===== config.mk =====
export PLATFORM = sky130hd
export DESIGN_NAME = asnf32_fmul
export DESIGN_NICKNAME = d
export VERILOG_FILES = /design/src/hw/rtl/asnf32_pkg.sv /design/src/hw/rtl/asnf32_fmul.sv
export SDC_FILE = /design/constraint.sdc
export NUM_CORES = 2
export LEC_CHECK = 0
export ABC_AREA = 1
export BUFFER_PORTS_ARGS = -buffer_cell sky130_fd_sc_hd__buf_4
export CORE_ASPECT_RATIO = 0.75
export CORE_MARGIN = 3
export CORE_UTILIZATION = 50
export CTS_CLUSTER_DIAMETER = 100
export DETAILED_ROUTE_END_ITERATION = 8
export GPL_ROUTABILITY_DRIVEN = 0
export PLACE_DENSITY = 0.77
export SYNTH_ARGS = -nofsm -noshare
export SYNTH_HDL_FRONTEND = slang
export SYNTH_SLANG_ARGS = --single-unit
export TNS_END_PERCENT = 100

===== constraint.sdc =====
create_clock -name clk -period 11.8 [get_ports clk]
set_input_delay 1.77 -clock clk [delete_from_list [all_inputs] [get_ports clk]]
set_output_delay 1.77 -clock clk [all_outputs]
set_load 0.01 [all_outputs]

===== src/hw/rtl/asnf32_pkg.sv =====
// Package for the approximate square root unit: float32 constants,
// field helpers and the shared normalize-and-round function.
// No dependencies.
package asnf32_pkg;

  localparam logic [31:0] MAGIC_SEED        = 32'h5F3759DF;
  localparam logic [31:0] BITS_HALF         = 32'h3F000000;
  localparam logic [31:0] BITS_THREE_HALVES = 32'h3FC00000;
  localparam logic [31:0] BITS_QNAN         = 32'h7FC00000;
  localparam logic [31:0] BITS_INF          = 32'h7F800000;
  localparam int          NUM_STAGES        = 12;

  typedef struct packed {
    logic s1;
    logic s2;
  } stage_ce_t;

  function automatic logic is_nan(input logic [31:0] b);
    return b[30:0] > BITS_INF[30:0];
  endfunction

  function automatic logic is_inf(input logic [31:0] b);
    return b[30:0] == BITS_INF[30:0];
  endfunction

  function automatic logic is_zero(input logic [31:0] b);
    return b[30:0] == 31'd0;
  endfunction

  function automatic logic [23:0] sig_of(input logic [31:0] b);
    return (b[30:23] != 8'd0) ? {1'b1, b[22:0]} : {1'b0, b[22:0]};
  endfunction

  function automatic logic signed [11:0] scale_of(input logic [31:0] b);
    return (b[30:23] != 8'd0) ? $signed({4'd0, b[30:23]}) - 12'sd150 : -12'sd149;
  endfunction

  function automatic logic [5:0] msb_index(input logic [63:0] v);
    logic [5:0] idx;
    idx = 6'd0;
    for (int i = 0; i < 64; i++) begin
      if (v[i]) begin
        idx = 6'(i);
      end
    end
    return idx;
  endfunction

  // Rounds sign * sig * 2^scale to float32, nearest even, with subnormals.
  function automatic logic [31:0] round_pack(input logic sgn,
                                             input logic signed [11:0] scale,
                                             input logic [63:0] sig);
    logic [5:0]         p;
    logic [63:0]        n;
    logic signed [11:0] e;
    logic signed [11:0] sh;
    logic [31:0]        field;
    logic [31:0]        mant;
    logic               rnd;
    logic               sticky;
    logic [63:0]        tmp;
    logic [31:0]        bits;
    p      = msb_index(sig);
    n      = sig << (6'd63 - p);
    e      = scale + $signed({6'd0, p}) + 12'sd127;
    field  = 32'd0;
    mant   = 32'd0;
    rnd    = 1'b0;
    sticky = 1'b0;
    sh     = 12'sd40;
    if (e >= 12'sd1) begin
      field = {1'b0, 8'(e - 12'sd1), 23'd0};
    end else begin
      sh = 12'sd41 - e;
    end
    if (sh >= 12'sd65) begin
      sticky = 1'b1;
    end else begin
      mant   = 32'(n >> 7'(sh));
      tmp    = n >> 7'(sh - 12'sd1);
      rnd    = tmp[0];
      sticky = (n << 7'(12'sd65 - sh)) != 64'd0;
    end
    bits = field + mant;
    if (rnd && (sticky || mant[0])) begin
      bits = bits + 32'd1;
    end
    if (bits >= BITS_INF) begin
      bits = BITS_INF;
    end
    if (sig == 64'd0) begin
      return {sgn, 31'd0};
    end else if (e >= 12'sd255) begin
      return {sgn, BITS_INF[30:0]};
    end
    return {sgn, bits[30:0]};
  endfunction

endpackage


===== src/hw/rtl/asnf32_fmul.sv =====
// Two-stage float32 multiplier: significand product, then normalize and round.
// Uses asnf32_pkg.
module asnf32_fmul (
  input  logic                  clk,
  input  asnf32_pkg::stage_ce_t ce,
  input  logic [31:0]           a,
  input  logic [31:0]           b,
  output logic [31:0]           result
);

  logic                sgn_r;
  logic signed [11:0]  scale_r;
  logic [47:0]         prod_r;
  logic                spec_r;
  logic [31:0]         spec_val_r;
  logic [31:0]         result_r;
  logic                sgn_nxt;
  logic                spec_nxt;
  logic [31:0]         spec_val_nxt;

  always_comb begin
    sgn_nxt      = a[31] ^ b[31];
    spec_nxt     = 1'b1;
    spec_val_nxt = {sgn_nxt, 31'd0};
    if (asnf32_pkg::is_nan(a) || asnf32_pkg::is_nan(b)) begin
      spec_val_nxt = asnf32_pkg::BITS_QNAN;
    end else if (asnf32_pkg::is_inf(a) || asnf32_pkg::is_inf(b)) begin
      if (asnf32_pkg::is_zero(a) || asnf32_pkg::is_zero(b)) begin
        spec_val_nxt = asnf32_pkg::BITS_QNAN;
      end else begin
        spec_val_nxt = {sgn_nxt, asnf32_pkg::BITS_INF[30:0]};
      end
    end else if (!(asnf32_pkg::is_zero(a) || asnf32_pkg::is_zero(b))) begin
      spec_nxt = 1'b0;
    end
  end

  always_ff @(posedge clk) begin
    if (ce.s1) begin
      sgn_r      <= sgn_nxt;
      scale_r    <= asnf32_pkg::scale_of(a) + asnf32_pkg::scale_of(b);
      prod_r     <= asnf32_pkg::sig_of(a) * asnf32_pkg::sig_of(b);
      spec_r     <= spec_nxt;
      spec_val_r <= spec_val_nxt;
    end
    if (ce.s2) begin
      result_r <= spec_r ? spec_val_r
                         : asnf32_pkg::round_pack(sgn_r, scale_r, {16'd0, prod_r});
    end
  end

  assign result = result_r;

endmodule


==> metrics <==
core area 0.0671 mm²; number of flops mapped to enable cells by yosys 97; failing checks design-rule violations; layout cell share with drive strength beyond 1 ~5.0%; worst r2r dst result[3]$_SDFFCE_PP0P_; Yosys reg bits between 90 and 100; fraction of registers with async set/reset 0%; FP Rows 82; Reg2Reg Setup Slack around 0.8 ns; Worst Setup End Kind flip-flop; XOR/XNOR share of the synthesized area between 2 and 3%; Mapped Nets roughly 5,800; Die Y between 200 and 250 µm; placed cell area roughly 0.035 mm²; clk_skew between 0.015 and 0.02 ns; sequential area share after synthesis roughly 8.6%; main combinational cell family by area after synthesis adder cells; Area growth, synth to finish 4.23%; Antenna diodes 0; post-layout util between 50% and 60%; max_slew headroom under 10%; FF/Latch Area between 0.002 and 0.003 mm²; Worst Hold Class flip-flop to flip-flop; slew of the pin with the lowest slew margin around 1.4 ns; Worst Path Max Fanout between 50 and 60; Cells after Synth 5,075; number of synthesis warnings 0; DRC violations left 1; clock buffer depth 2; final instance area roughly 0.036 mm²; drt pass-1 iters 9; # H-tree levels 3; Tcrit/Tclk final between 90% and 100%; Starting Density between 50% and 60%; TritonCTS Buffers 9; CTS tree built; hold path cells 2; most frequent cells in the layout nand2_1 (1,459), inv_1 (926), nand3_1 (919), fa_1 (485), ha_1 (215); via count approximately 34,000; most used cell, CP nand2_1; Max-Cap Viols 0; Mean Syn Cell Area between 6 and 7 µm²; leading cell type in the layout, fill and taps excluded nand2_1; max incr delay on CP roughly 0.82 ns; Final Setup Violations 0; ys flop type edfxtp_1; hold buffer count at CTS 0; Worst-Skew Late Latency ~0.4 ns; post-synthesis compound-gate area fraction around 3.6%; Post-Synth Simple-Gate Area 34.6%; WL final approximately 110,000 µm; I/O pin total just under 100; Crit-path slowest cell xor2_1; Adder-Cell Fraction of Synth Area between 30 and 40%; vias in the first global route about 33,000; Die Wd approximately 310 µm; FF-to-FF path depth a little over 80; filler cell count ~6,500; initial antenna violation count 0; number of I/O port buffers 98; Hold EP result[22]$_DFFE_PP_; fmax 91.1 MHz; area of the multi-input gates roughly 0.027 mm²; first-pass GRT wire length ~170,000 µm; largest net degree at the start of global routing 85; Final min period between 10 and 15 ns; crit start category flip-flop; clock root cell clkbuf_16; Crit Path Category flip-flop to flip-flop; Layout Nets roughly 5,700; R2R Path Start prod_r[3]$_DFFE_PP_; status finished with violations; DR WL/cell 18.1 µm; antenna viol nets, final 0; DRT iter0 DRCs approximately 5,300; overall routing resource usage 29.8%; routed vias/inst roughly 5.8; hold path start spec_val_r[22]$_SDFFCE_PP1P_; DP HPWL between 80,000 and 90,000 µm; multiplexer area fraction after synthesis less than 1%; CP required around 12 ns; CTS sink count a little under 100; Yosys cell types 55; CP arrival approximately 11 ns; die area 0.0713 mm²; clock slew at reported path FFs 0.09 ns; Mapped Area 0.0341 mm²; Final Max Slew Viols 0; number of hold violations in the final report 0; grt ovf 0
## worst max-delay path: cells and delay by family, from the launching register on
family | cells | cell delay, ns
AO/OA/AOI/OAI | 6 | 1.06
AND/OR/NAND/NOR | 61 | 4.87
flip-flops | 1 | 0.43
buffers and inverters | 8 | 1.59
XOR/XNOR | 3 | 1.62
adder cells (fa/ha/maj) | 4 | 1.09
## how the worst max path moves through the flow
stage | startpoint | to | slack (ns)
floorplan | prod_r[3]$_DFFE_PP_ | result[14]$_SDFFCE_PP0P_ | 1.61
global placement | prod_r[3]$_DFFE_PP_ | result[16]$_SDFFCE_PP0P_ | 0.38
detailed placement | prod_r[2]$_DFFE_PP_ | result[0]$_SDFFCE_PP0P_ | 0.17
CTS | prod_r[3]$_DFFE_PP_ | result[12]$_SDFFCE_PP0P_ | 0.16
global route | prod_r[2]$_DFFE_PP_ | result[17]$_SDFFCE_PP0P_ | -0.07
finish | prod_r[3]$_DFFE_PP_ | result[3]$_SDFFCE_PP0P_ | 0.82
## cell usage after synthesis, drive strengths merged, types with 3 or more instances
cell | instances | area share [%]
nand2 | 1464 | 16
inv | 940 | 10
nand3 | 926 | 14
fa | 485 | 29
ha | 216 | 7.9
nor2 | 203 | 2.5
clkbuf | 194 | 2.1
a21oi | 105 | 1.6
edfxtp | 97 | 8.6
buf | 91 | 1.5
o21ai | 83 | 1.2
xor2 | 82 | 2.1
nand4 | 53 | 1.0
nor4 | 24 | 0.44
xnor2 | 24 | 0.62
nor3 | 18 | 0.28
or2 | 12 | 0.22
and2 | 9 | 0.17
a31oi | 7 | 0.15
clkinv | 7 | 0.077
o21bai | 5 | 0.11
nand3b | 4 | 0.088
o221ai | 4 | 0.10
a211oi | 3 | 0.066
## stage by stage
stage / setup WS (ns) / setup TNS [ns] / hold slack, ns / std cells
3_5_place_dp: 0.171 / 0 / 0.539 / 5806
3_3_place_gp: 0.379 / 0 / 0.543 / 5806
2_1_floorplan: 1.61 / 0 / 0.495 / 5075
4_1_cts: 0.155 / 0 / 0.561 / 5822
6_report: 0.822 / 0 / 0.558 / 5830
5_1_grt: -0.0692 / -1.20 / 0.581 / 5830
## final cells by class
cell class / count / share of cell area, %
tap: 882 / 3.11
multi-input combinational: 3749 / 74.8
inverter: 947 / 10.0
clock inverter: 7 / 0.271
clock buffer: 9 / 0.634
timing repair buffer: 139 / 3.00
sequential: 97 / 8.20
## state kept, by name (all words and copies together), names as in the netlist
signal,flops
sgn_r,1
result,32
scale_r,12
spec_val_r,3
spec_r,1
prod_r,48
## per-layer routing
metal / vias up / part of all wire (%) / GRT usage, %
met2: 2203 / 41 / 43.1
met5: - / 0 / 0
met4: 0 / 2.2 / 6.98
met3: 264 / 15 / 9.34
met1: 15800 / 42 / 43.4
li1: 15500 / - / -
## kinds of logic after synthesis
| family | after synthesis |
|---|---|
| simple gates | 2714 |
| buf+inv | 1233 |
| fa+ha+maj | 701 |
| compound gates | 223 |
| xor+xnor | 106 |
| flops | 97 |
| mux | 1 |
## repair_timing
item                       in CTS  in global routing
gates resized for setup         0                 25
setup buffers                   0                  4
setup endpoints to repair       0                 31
Power is left out: the tool's default activity adds up to more than one toggle a clock period on the data nets, which glitch-free logic cannot reach.
